--- src/design/f2h_pkg.sv ---
package f2h_pkg;
  localparam int unsigned SINGLE_W = 32;
  localparam int unsigned HALF_W   = 16;
  localparam logic [15:0] INF16    = 16'h7c00;
  localparam logic [15:0] QNAN16   = 16'h7e00;

  // Classification carried from decode to pack.
  typedef enum logic [2:0] {
    CLS_ZERO,
    CLS_SUB,
    CLS_NORM,
    CLS_INF,
    CLS_NAN
  } cls_t;

  typedef struct packed {
    logic        sign;
    cls_t        cls;
    logic [4:0]  exp;    // rebiased exponent for normals
    logic [3:0]  shift;  // 1..11 for subnormals
    logic [23:0] mant;   // hidden one and fraction
  } dec_t;
endpackage

--- src/design/float32_to_float16_convert.sv ---
// Binary32 to binary16 converter. One item (a 32-bit word) is taken in every
// clock cycle: busy is tied low, so an item is accepted whenever start is high.
// Each result appears on out_half_bits, registered by decode, align and pack, with
// out_valid high for one cycle; the receiver cannot stall, so take it then.
// The three register stages are decode, subnormal align and round/pack.
// Rounding is to nearest with ties away from zero; NaN keeps its sign: 0x7e00 or 0xfe00.
module float32_to_float16_convert (
  input  logic        clk,
  input  logic        rst_n,
  input  logic        start,
  output logic        busy,
  input  logic [31:0] in_single_bits,
  output logic        out_valid,
  output logic [15:0] out_half_bits
);
  import f2h_pkg::*;

  logic v1, v2;
  dec_t d1, d2;

  // Pipeline never holds off: every stage advances each cycle.
  assign busy = 1'b0;

  f2h_decode u_dec (
    .clk(clk), .rst_n(rst_n), .vld_in(start), .word_in(in_single_bits),
    .vld_out(v1), .dec_out(d1)
  );

  f2h_align u_aln (
    .clk(clk), .rst_n(rst_n), .vld_in(v1), .dec_in(d1),
    .vld_out(v2), .dec_out(d2)
  );

  f2h_pack u_pck (
    .clk(clk), .rst_n(rst_n), .vld_in(v2), .dec_in(d2),
    .vld_out(out_valid), .half_out(out_half_bits)
  );

  a_lat: assert property (@(posedge clk) disable iff (!rst_n)
    start |-> ##3 out_valid)
    else $error("result missing three cycles after item");
  a_nolie: assert property (@(posedge clk) disable iff (!rst_n)
    out_valid |-> $past(start, 3))
    else $error("result without item");
  a_busy: assert property (@(posedge clk) !busy)
    else $error("busy raised");
endmodule

--- src/design/f2h_decode.sv ---
module f2h_decode (
  input  logic                 clk,
  input  logic                 rst_n,
  input  logic                 vld_in,
  input  logic [31:0]          word_in,
  output logic                 vld_out,
  output f2h_pkg::dec_t        dec_out
);
  import f2h_pkg::*;

  logic       vld_r;
  dec_t       dec_r, dec_nxt;
  logic [7:0] bexp;
  logic signed [9:0] e;

  always_comb begin
    bexp = word_in[30:23];
    e = $signed({2'b00, bexp}) - 10'sd112;
    dec_nxt.sign  = word_in[31];
    dec_nxt.exp   = e[4:0];
    dec_nxt.shift = 4'(10'sd1 - e);
    dec_nxt.mant  = {1'b1, word_in[22:0]};
    if (bexp == 8'hff) begin
      dec_nxt.cls = (word_in[22:0] == 23'd0) ? CLS_INF : CLS_NAN;
    end else if (e < -10'sd10) begin
      dec_nxt.cls = CLS_ZERO;
    end else if (e <= 10'sd0) begin
      dec_nxt.cls = CLS_SUB;
    end else if (e > 10'sd30) begin
      dec_nxt.cls = CLS_INF;
    end else begin
      dec_nxt.cls = CLS_NORM;
    end
  end

  always_ff @(posedge clk) begin
    if (!rst_n) begin
      vld_r <= 1'b0;
    end else begin
      vld_r <= vld_in;
    end
    dec_r <= dec_nxt;
  end

  assign vld_out = vld_r;
  assign dec_out = dec_r;
endmodule

--- src/design/f2h_align.sv ---
module f2h_align (
  input  logic          clk,
  input  logic          rst_n,
  input  logic          vld_in,
  input  f2h_pkg::dec_t dec_in,
  output logic          vld_out,
  output f2h_pkg::dec_t dec_out
);
  import f2h_pkg::*;

  logic vld_r;
  dec_t dec_r, dec_nxt;

  // Shift subnormals into place so the pack stage rounds a fixed field.
  always_comb begin
    dec_nxt = dec_in;
    if (dec_in.cls == CLS_SUB) begin
      dec_nxt.mant = dec_in.mant >> dec_in.shift;
      dec_nxt.exp  = 5'd0;
    end
  end

  always_ff @(posedge clk) begin
    if (!rst_n) begin
      vld_r <= 1'b0;
    end else begin
      vld_r <= vld_in;
    end
    dec_r <= dec_nxt;
  end

  assign vld_out = vld_r;
  assign dec_out = dec_r;
endmodule

--- src/design/f2h_pack.sv ---
module f2h_pack (
  input  logic          clk,
  input  logic          rst_n,
  input  logic          vld_in,
  input  f2h_pkg::dec_t dec_in,
  output logic          vld_out,
  output logic [15:0]   half_out
);
  import f2h_pkg::*;

  logic        vld_r;
  logic [15:0] half_r, half_nxt;
  logic [10:0] rnd;
  logic [5:0]  e1;

  always_comb begin
    // round half away: add at bit 12 of the 23-bit fraction field
    rnd = {1'b0, dec_in.mant[22:13]} + {10'd0, dec_in.mant[12]};
    e1  = {1'b0, dec_in.exp} + 6'd1;
    case (dec_in.cls)
      CLS_ZERO: half_nxt = {dec_in.sign, 15'd0};
      CLS_INF:  half_nxt = {dec_in.sign, 15'd0} | INF16;
      CLS_NAN:  half_nxt = {dec_in.sign, 15'd0} | QNAN16;
      CLS_SUB:  begin
        // a carry out lands on the smallest normal exponent
        half_nxt = {dec_in.sign, 4'd0, rnd[10:0]};
      end
      CLS_NORM: begin
        if (rnd[10]) begin
          if (e1 > 6'd30) begin
            half_nxt = {dec_in.sign, 15'd0} | INF16;
          end else begin
            half_nxt = {dec_in.sign, e1[4:0], 10'd0};
          end
        end else begin
          half_nxt = {dec_in.sign, dec_in.exp, rnd[9:0]};
        end
      end
      default: half_nxt = {dec_in.sign, 15'd0};
    endcase
  end

  always_ff @(posedge clk) begin
    if (!rst_n) begin
      vld_r <= 1'b0;
    end else begin
      vld_r <= vld_in;
    end
    half_r <= half_nxt;
  end

  assign vld_out  = vld_r;
  assign half_out = half_r;

  a_nan_quiet: assert property (@(posedge clk) disable iff (!rst_n)
    vld_in && dec_in.cls == CLS_NAN |=> half_r[14:0] == QNAN16[14:0])
    else $error("NaN did not become quiet NaN");
  a_zero: assert property (@(posedge clk) disable iff (!rst_n)
    vld_in && dec_in.cls == CLS_ZERO |=> half_r[14:0] == 15'd0)
    else $error("underflow not zero");
  a_sign: assert property (@(posedge clk) disable iff (!rst_n)
    vld_in |=> half_r[15] == $past(dec_in.sign))
    else $error("sign lost");
endmodule

--- config.mk ---
export PLATFORM = sky130hd
export DESIGN_NAME = float32_to_float16_convert
export DESIGN_NICKNAME = d
export VERILOG_FILES = /design/src/design/f2h_pkg.sv /design/src/design/float32_to_float16_convert.sv /design/src/design/f2h_decode.sv /design/src/design/f2h_align.sv /design/src/design/f2h_pack.sv
export SDC_FILE = /design/constraint.sdc
export NUM_CORES = 1
export LEC_CHECK = 0
export BUFFER_PORTS_ARGS = -buffer_cell sky130_fd_sc_hd__buf_4
export CAP_MARGIN = 20
export CORE_MARGIN = 3
export CORE_UTILIZATION = 50
export CTS_CLUSTER_DIAMETER = 200
export DETAILED_ROUTE_END_ITERATION = 16
export MAX_ROUTING_LAYER = met4
export PLACE_DENSITY_LB_ADDON = 0.3
export SLEW_MARGIN = 25
export SYNTH_ARGS = -nofsm -noshare
export SYNTH_HDL_FRONTEND = slang
export SYNTH_HIERARCHICAL = 1
export SYNTH_SLANG_ARGS = --single-unit
--- constraint.sdc ---
create_clock -name clk -period 2 [get_ports clk]
set_clock_uncertainty 0.05 [all_clocks]
set_input_delay 0.3 -clock clk [delete_from_list [all_inputs] [get_ports clk]]
set_output_delay 0.3 -clock clk [all_outputs]
set_load 0.005 [all_outputs]
==> flow_metrics.tcl, run 1 <==
set metrics [dict create \
    status "finished clean" \
    tritoncts "built" \
    min_path_cells 1 \
    rsz0062_at_grt "false" \
    end_kind "flop" \
    crit_fanout 7 \
    nets 367 \
    grtUsageMet3_pct 4.48 \
    cts-buffers-inserted 9 \
    multi_input_area_sq_mm 0.00137 \
    place_hpwl_microns 3770 \
    grt_pass1_vias 1942 \
    fin_crit_sh_pct 93.9 \
    slew_headroom_pct 63.9 \
    timing.fmax_mhz 533 \
    ioPinCount 53 \
    grt_max_degree 15 \
    whs_ps 32.2 \
    worst_ep_arrival_time_ps 2080 \
    crit_path_start_kind "flop" \
    synth_fp_nets 321 \
    firstDrtPassIters 4 \
    grt.total_usage_pct 17.5 \
    clk_pin_slew_ps 60 \
    drive_above_1_share_pct 25.8 \
    place_inst 382 \
    post_cts_buffers 0 \
    die-area_sq_mm 0.00650 \
    postSynthAreaPerCell_sq_um 10.0 \
    layoutNonFillerInstCount 399 \
    vias_per_cell 5.32 \
    crit_type "flop to flop" \
    use_met1_pct 20.8 \
    cts_buffer_depth 2 \
    antenna_found_initial 0 \
    hold_viol 0 \
    ff2ff_setup_slack_ps 120 \
    crit_slowest_cell "and3_1" \
    coreArea_sq_mm 0.00524 \
    power.density_mw_per_mm2 912 \
    cp_cell_sequence "ha_1 > ha_1 > and4_1 > and3_1 > a41oi_1 > o31ai_1" \
    rows 26 \
    met2_usage_pct 26.6 \
    yosys_warnings 6 \
    drt_wl_total_microns 4940 \
    worstHoldStart "in_single_bits[13]" \
    gp_congestion 0.954 \
    numPortBuffers 51 \
    min_period_ps 1880 \
    setup_viol 0 \
    clk-insertion-delay-late_ps 330 \
    num_vias 2123 \
    r2r-start "u_aln/dec_out[12]$_DFF_P_" \
    grt_pass1_wl_microns 8440 \
    overflow 0 \
    max_stage_delay_ps 360 \
    tns_ps 0 \
    ant_nets 0 \
    cts_max_level 3 \
    busiest_layer "met2" \
    synth_cells 278 \
    cp_num_cells 6 \
    cpLargestDelayFamily "simple AND/OR/NAND/NOR gates" \
    path_buf_inv 0 \
    wl_per_cell_microns 12.4 \
    drc 0 \
    crit_top_cell "ha_1" \
    area_delta_synth_final_pct 21.1 \
    seqCellArea_sq_mm 0.00124 \
    synthesis.area_sq_mm 0.00279 \
    drv_slew 0 \
    crit_required_ps 2200 \
    irDropWorstVdd_mv 0.446 \
    die_x_microns 80.6 \
    final.fill_count 432 \
    antenna_cells 0 \
    worstHoldEndpoint "u_dec/dec_out[13]$_DFF_P_" \
    worst_pin_slew_ps 541 \
    root_buffer "clkbuf_8" \
    worstHoldPathType "input port to flop" \
    clkSinkCount 62 \
    total_leakage_power_uw 0.00144 \
    drt_iter0_drc 97 \
    initial_utilization_pct 53.2 \
    ff2ff_path_depth 6 \
    maxCapViolCount 0 \
    die-height_microns 80.6 \
    r2r_end "u_pck/half_out[14]$_DFF_P_" \
]
[where the power goes]
part	internal [uW]	switching [uW]
clock network	730	456
registers	1350	91.7
logic	254	194
total	2340	741
[metal layers]
metal | share of wire, % | vias up
li1 | - | 1074
met3 | 7.0 | 13
met1 | 44 | 955
met5 | 0 | -
met4 | 2.3 | 0
met2 | 46 | 81
[layout make-up]
class,instances,share of cell area (%)
well taps,70,2.60
multi-input cells,185,40.5
clock buffers,10,4.08
inverters,11,1.22
clock inverters,6,2.52
repair buffers,55,12.3
flip-flops and latches,62,36.8
[layout by cell type, fill, tap and decap left out, drive strengths merged, types with 7 or more instances in the layout]
cell    count
a21oi       7
nor3        7
nor4        7
o21ai      12
nand2      16
buf        54
clkbuf     10
dfxtp      62
ha          8
nand2b      7
nor2       22
and2        9
inv        11
mux2i      18
[repair_timing]
action	CTS	global route
hold buffers	1	0
resized for setup	0	1
endpoints found under the hold margin	1	0
endpoints found under the setup margin	0	1
[through the flow]
step	total power [uW]	area, sq um	util, %	setup WS [ps]
after floorplan	1740	2790	-	207
after global placement	1910	3140	59.9	204
after detailed placement	1910	3140	59.9	136
after CTS	3110	3370	64.3	122
after global routing	3230	3370	64.4	3.94
final	3080	3370	64.4	122
[how the worst max path moves through the flow]
stage,slack [ps],end,startpoint
2_1_floorplan,210,u_pck/half_out[14]$_DFF_P_,u_aln/dec_out[12]$_DFF_P_
3_3_place_gp,200,u_pck/half_out[14]$_DFF_P_,u_aln/dec_out[12]$_DFF_P_
3_5_place_dp,140,u_pck/half_out[14]$_DFF_P_,u_aln/dec_out[12]$_DFF_P_
4_1_cts,120,u_pck/half_out[14]$_DFF_P_,u_aln/dec_out[12]$_DFF_P_
5_1_grt,4,u_pck/half_out[14]$_DFF_P_,u_aln/dec_out[12]$_DFF_P_
6_report,120,u_pck/half_out[14]$_DFF_P_,u_aln/dec_out[12]$_DFF_P_
[sequential cells by signal, summed over array words and instances, names as in the netlist]
signal and cells:
u_aln/dec_out 20, u_dec/vld_out 1, u_aln/vld_out 1, u_pck/half_out 16, u_pck/vld_out 1, u_dec/dec_out 23
[worst register-to-register path, delay by kind of cell (launching register included)]
kind	cells	cell delay [ps]
flops	1	320
compound gates	2	370
simple gates	2	670
fa+ha+maj	2	390
No activity file was read; power rests on OpenSTA's default activity.
==> inputs of run 2 (changes only) <==
Settings changed: CORE_MARGIN 3 to not set.
==> flow_metrics.tcl, run 2 (synthesis gave the netlist of run 1 again) <==
set metrics [dict create \
    status "finished clean" \
    worst_ep_arrival_time_ps 2050 \
    firstDrtPassIters 4 \
    cts_max_level 3 \
    worst_pin_slew_ps 535 \
    finalCoreUtilization_pct 64.5 \
    hold_viol 0 \
    power.density_mw_per_mm2 928 \
    root_buffer "clkbuf_8" \
    min_period_ps 1940 \
    gp_congestion 0.953 \
    vias_per_cell 5.40 \
    cts_buffer_depth 2 \
    overflow 0 \
    ioPinCount 53 \
    place_hpwl_microns 3760 \
    drt_iter0_drc 108 \
    maxCapViolCount 0 \
    numPortBuffers 51 \
    die_x_microns 76.6 \
    grt_max_degree 15 \
    final_area_sq_mm 0.00338 \
    antenna_cells 0 \
    antenna_found_initial 0 \
    wl_per_cell_microns 12.6 \
    cts-buffers-inserted 9 \
    ant_nets 0 \
    nets 366 \
    largest_reg_flops 23 \
    crit_path_start_kind "flop" \
    crit_type "flop to flop" \
    layout_commonest_cell "dfxtp_1" \
    post_cts_buffers 0 \
    drv_slew 0 \
    drive_above_1_share_pct 25.9 \
    grt_pass1_wl_microns 8580 \
    num_vias 2150 \
    layoutNonFillerInstCount 398 \
    grt_pass1_vias 2005 \
    place_area_sq_mm 0.00314 \
    die-area_sq_mm 0.00587 \
    setup_viol 0 \
    most-common-layout-cells "dfxtp_1 (62), buf_4 (54), nor2_1 (22)" \
    tritoncts "built" \
    coreArea_sq_mm 0.00524 \
    slew_headroom_pct 63.4 \
    end_kind "flop" \
    clk-insertion-delay-late_ps 320 \
    crit_required_ps 2110 \
    final.fill_count 459 \
    irDropWorstVdd_mv 0.624 \
    area_delta_synth_final_pct 21.2 \
    crit_fanout 6 \
    grt.total_usage_pct 19.2 \
    worstHoldPathType "input port to flop" \
    p_total_uw 3130 \
    drt_wl_total_microns 5000 \
    drc 0 \
    total_leakage_power_uw 0.00145 \
    clk_pin_slew_ps 70 \
    clkSinkCount 62 \
    initial_utilization_pct 53.2 \
    fin_crit_sh_pct 96.8 \
    timing.fmax_mhz 517 \
    rows 26 \
    place_inst 382 \
    die-height_microns 76.6 \
]
==> run 2: cell type report <==
cell class	count	area, sq um	area share, %
multi-input cells	185	1370	40.5
flip-flops and latches	62	1240	36.8
repair buffers	54	405	12.0
clock buffers	13	169	5.00
well taps	70	87.6	2.59
clock inverters	3	65.1	1.93
inverters	11	41.3	1.22
==> run 2: metal layers <==
| metal | share of wire [%] | wire [microns] | global-route usage (%) |
|---|---|---|---|
| met1 | 45 | 2270 | 22.2 |
| met2 | 47 | 2340 | 30.7 |
| met3 | 5.2 | 260 | 3.95 |
| met4 | 2.5 | 127 | 11.3 |
| met5 | 0 | 0 | - |
==> run 2: path summary, 6_finish.rpt <==
path,slack [ps],to,depth (start not counted),startpoint
max reg2reg,60,u_pck/half_out[8]$_DFF_P_,5,u_aln/dec_out[12]$_DFF_P_
max,60,u_pck/half_out[8]$_DFF_P_,5,u_aln/dec_out[12]$_DFF_P_
min,20,u_dec/dec_out[36]$_DFF_P_,1,in_single_bits[31]
min reg2reg,280,u_aln/dec_out[36]$_DFF_P_,0,u_dec/dec_out[36]$_DFF_P_
==> run 2: repair_timing <==
action / in CTS / in global routing
setup endpoints to repair: 0 / 5
hold buffers: 0 / 0
gates resized for setup: 0 / 2
==> run 2: where the power goes <==
part,internal (uW),total (uW),switching [uW],leakage [uW]
Combinational,252,449,198,0.000812
Sequential,1350,1440,91.2,0.000520
Clock,802,1240,438,0.000120
Total,2410,3130,727,0.00145
==> run 2: stage by stage <==
step           setup slack, ps  hold WS, ps  setup TNS, ps
6_report                  65.0         23.1              0
5_1_grt                  -5.78         2.17          -5.78
4_1_cts                   91.9         6.32              0
3_5_place_dp               176          266              0
3_3_place_gp               198          262              0
2_1_floorplan              207          260              0
==> run 2: worst max-delay path: stages, from the launching register on <==
cell and delay [ps]:
dfxtp_1 310, ha_1 180, ha_1 210, and4_1 320, a41oi_1 150, a2111oi_0 540
==> inputs of run 3 (changes only) <==
Settings changed: CORE_ASPECT_RATIO set to 0.9.
==> flow_metrics.tcl, run 3 (synthesis gave the netlist of run 1 again) <==
set metrics [dict create \
    status "finished clean" \
    gp_congestion 0.871 \
    firstDrtPassIters 4 \
    layout_commonest_cell "dfxtp_1" \
    r2r-start "u_aln/dec_out[12]$_DFF_P_" \
    post_cts_buffers 0 \
    cp_num_cells 6 \
    cts-buffers-inserted 9 \
    total_leakage_power_uw 0.00145 \
    tritoncts "built" \
    max_stage_delay_ps 320 \
    antenna_found_initial 0 \
    worst_ep_arrival_time_ps 2060 \
    multi_input_area_sq_mm 0.00137 \
    tns_ps 0 \
    num_vias 2152 \
    cp-endpoint "u_pck/half_out[14]$_DFF_P_" \
    clkSinkCount 62 \
    ant_nets 0 \
    place_hpwl_microns 3710 \
    most-common-layout-cells "dfxtp_1 (62), buf_4 (54), nor2_1 (22)" \
    grt.total_usage_pct 19.2 \
    coreArea_sq_mm 0.00532 \
    place_area_sq_mm 0.00313 \
    die-height_microns 72.8 \
    clk-insertion-delay-late_ps 340 \
    slew_headroom_pct 63.2 \
    seqCellArea_sq_mm 0.00124 \
    drv_slew 0 \
    initial_utilization_pct 52.4 \
    antenna_cells 0 \
    dp_slack_ps 166 \
    grt_pass1_wl_microns 8200 \
    drive_above_1_share_pct 26.0 \
    timing.fmax_mhz 538 \
    cts_buffer_depth 2 \
    numPortBuffers 51 \
    rows 25 \
    crit_slowest_cell "and4_1" \
    clk_pin_slew_ps 70 \
    worstHoldStart "in_single_bits[21]" \
    ioPinCount 53 \
    maxCapViolCount 0 \
    irDropWorstVdd_mv 0.862 \
    die-area_sq_mm 0.00587 \
    worstHoldPathType "input port to flop" \
    root_buffer "clkbuf_8" \
    final_area_sq_mm 0.00339 \
    cts_max_level 3 \
    final.fill_count 464 \
    r2r_end "u_pck/half_out[14]$_DFF_P_" \
    ff2ff_path_depth 6 \
    drt_iter0_drc 88 \
    crit_required_ps 2200 \
    vias_per_cell 5.41 \
    crit_start "u_aln/dec_out[12]$_DFF_P_" \
    fin_crit_sh_pct 92.9 \
    worst_pin_slew_ps 551 \
    crit_top_cell "ha_1" \
    largest_reg_flops 23 \
    crit_path_start_kind "flop" \
    layoutNonFillerInstCount 398 \
    crit_fanout 7 \
    setup_viol 0 \
    path_buf_inv 0 \
    area_delta_synth_final_pct 21.8 \
    drt_wl_total_microns 5010 \
    grt_max_degree 15 \
    cpLargestDelayFamily "simple AND/OR/NAND/NOR gates" \
    hold_viol 0 \
    cp_cell_sequence "ha_1 > ha_1 > and4_1 > and3_2 > a41oi_1 > o31ai_1" \
    nets 369 \
    crit_type "flop to flop" \
    die_x_microns 80.7 \
    ff2ff_setup_slack_ps 140 \
    overflow 0 \
    place_inst 379 \
    power.density_mw_per_mm2 910 \
    drc 0 \
    end_kind "flop" \
    grt_pass1_vias 1873 \
    setup_ws_ps 141 \
    wl_per_cell_microns 12.6 \
    finalCoreUtilization_pct 63.8 \
    min_period_ps 1860 \
]
==> run 3: per-layer routing <==
metal	part of all wire, %	up-vias	global-route usage (%)
li1	-	1081	-
met1	46	976	23.7
met2	46	89	28.2
met3	6.8	6	5.63
met4	1.3	0	10.1
met5	0	-	-
==> run 3: power breakdown <==
part / internal (uW) / total, uW / switching [uW]
combinational: 256 / 451 / 195
sequential: 1350 / 1440 / 92.8
clock: 730 / 1190 / 462
total: 2340 / 3090 / 750
==> run 3: timing repair <==
action,in CTS,in global routing
endpoints found under the setup margin,0,4
gates resized for setup,0,2
hold buffers,3,0
endpoints found under the hold margin,3,0
==> run 3: how the worst min path moves through the flow <==
stage	to	slack, ps	cells past startpoint
after global routing	u_dec/dec_out[12]$_DFF_P_	8	1
after floorplan	u_aln/dec_out[36]$_DFF_P_	260	0
after detailed placement	u_aln/dec_out[36]$_DFF_P_	270	0
final	u_dec/dec_out[21]$_DFF_P_	20	1
after CTS	u_dec/dec_out[14]$_DFF_P_	0.5	1
after global placement	u_aln/dec_out[36]$_DFF_P_	260	0
==> run 3: stage by stage <==
stage	power [uW]	hold slack, ps
final	3090	23.8
after floorplan	1740	260
after CTS	3120	0.543
after detailed placement	1910	265
after global placement	1900	262
after global routing	3240	8.13
==> run 3: final cells by class <==
| type | count | share of cell area [%] |
|---|---|---|
| Tap cell | 67 | 2.47 |
| Clock buffer | 10 | 4.06 |
| Timing Repair Buffer | 57 | 12.8 |
| Multi-Input combinational cell | 185 | 40.3 |
| Sequential cell | 62 | 36.6 |
| Clock inverter | 6 | 2.51 |
| Inverter | 11 | 1.22 |
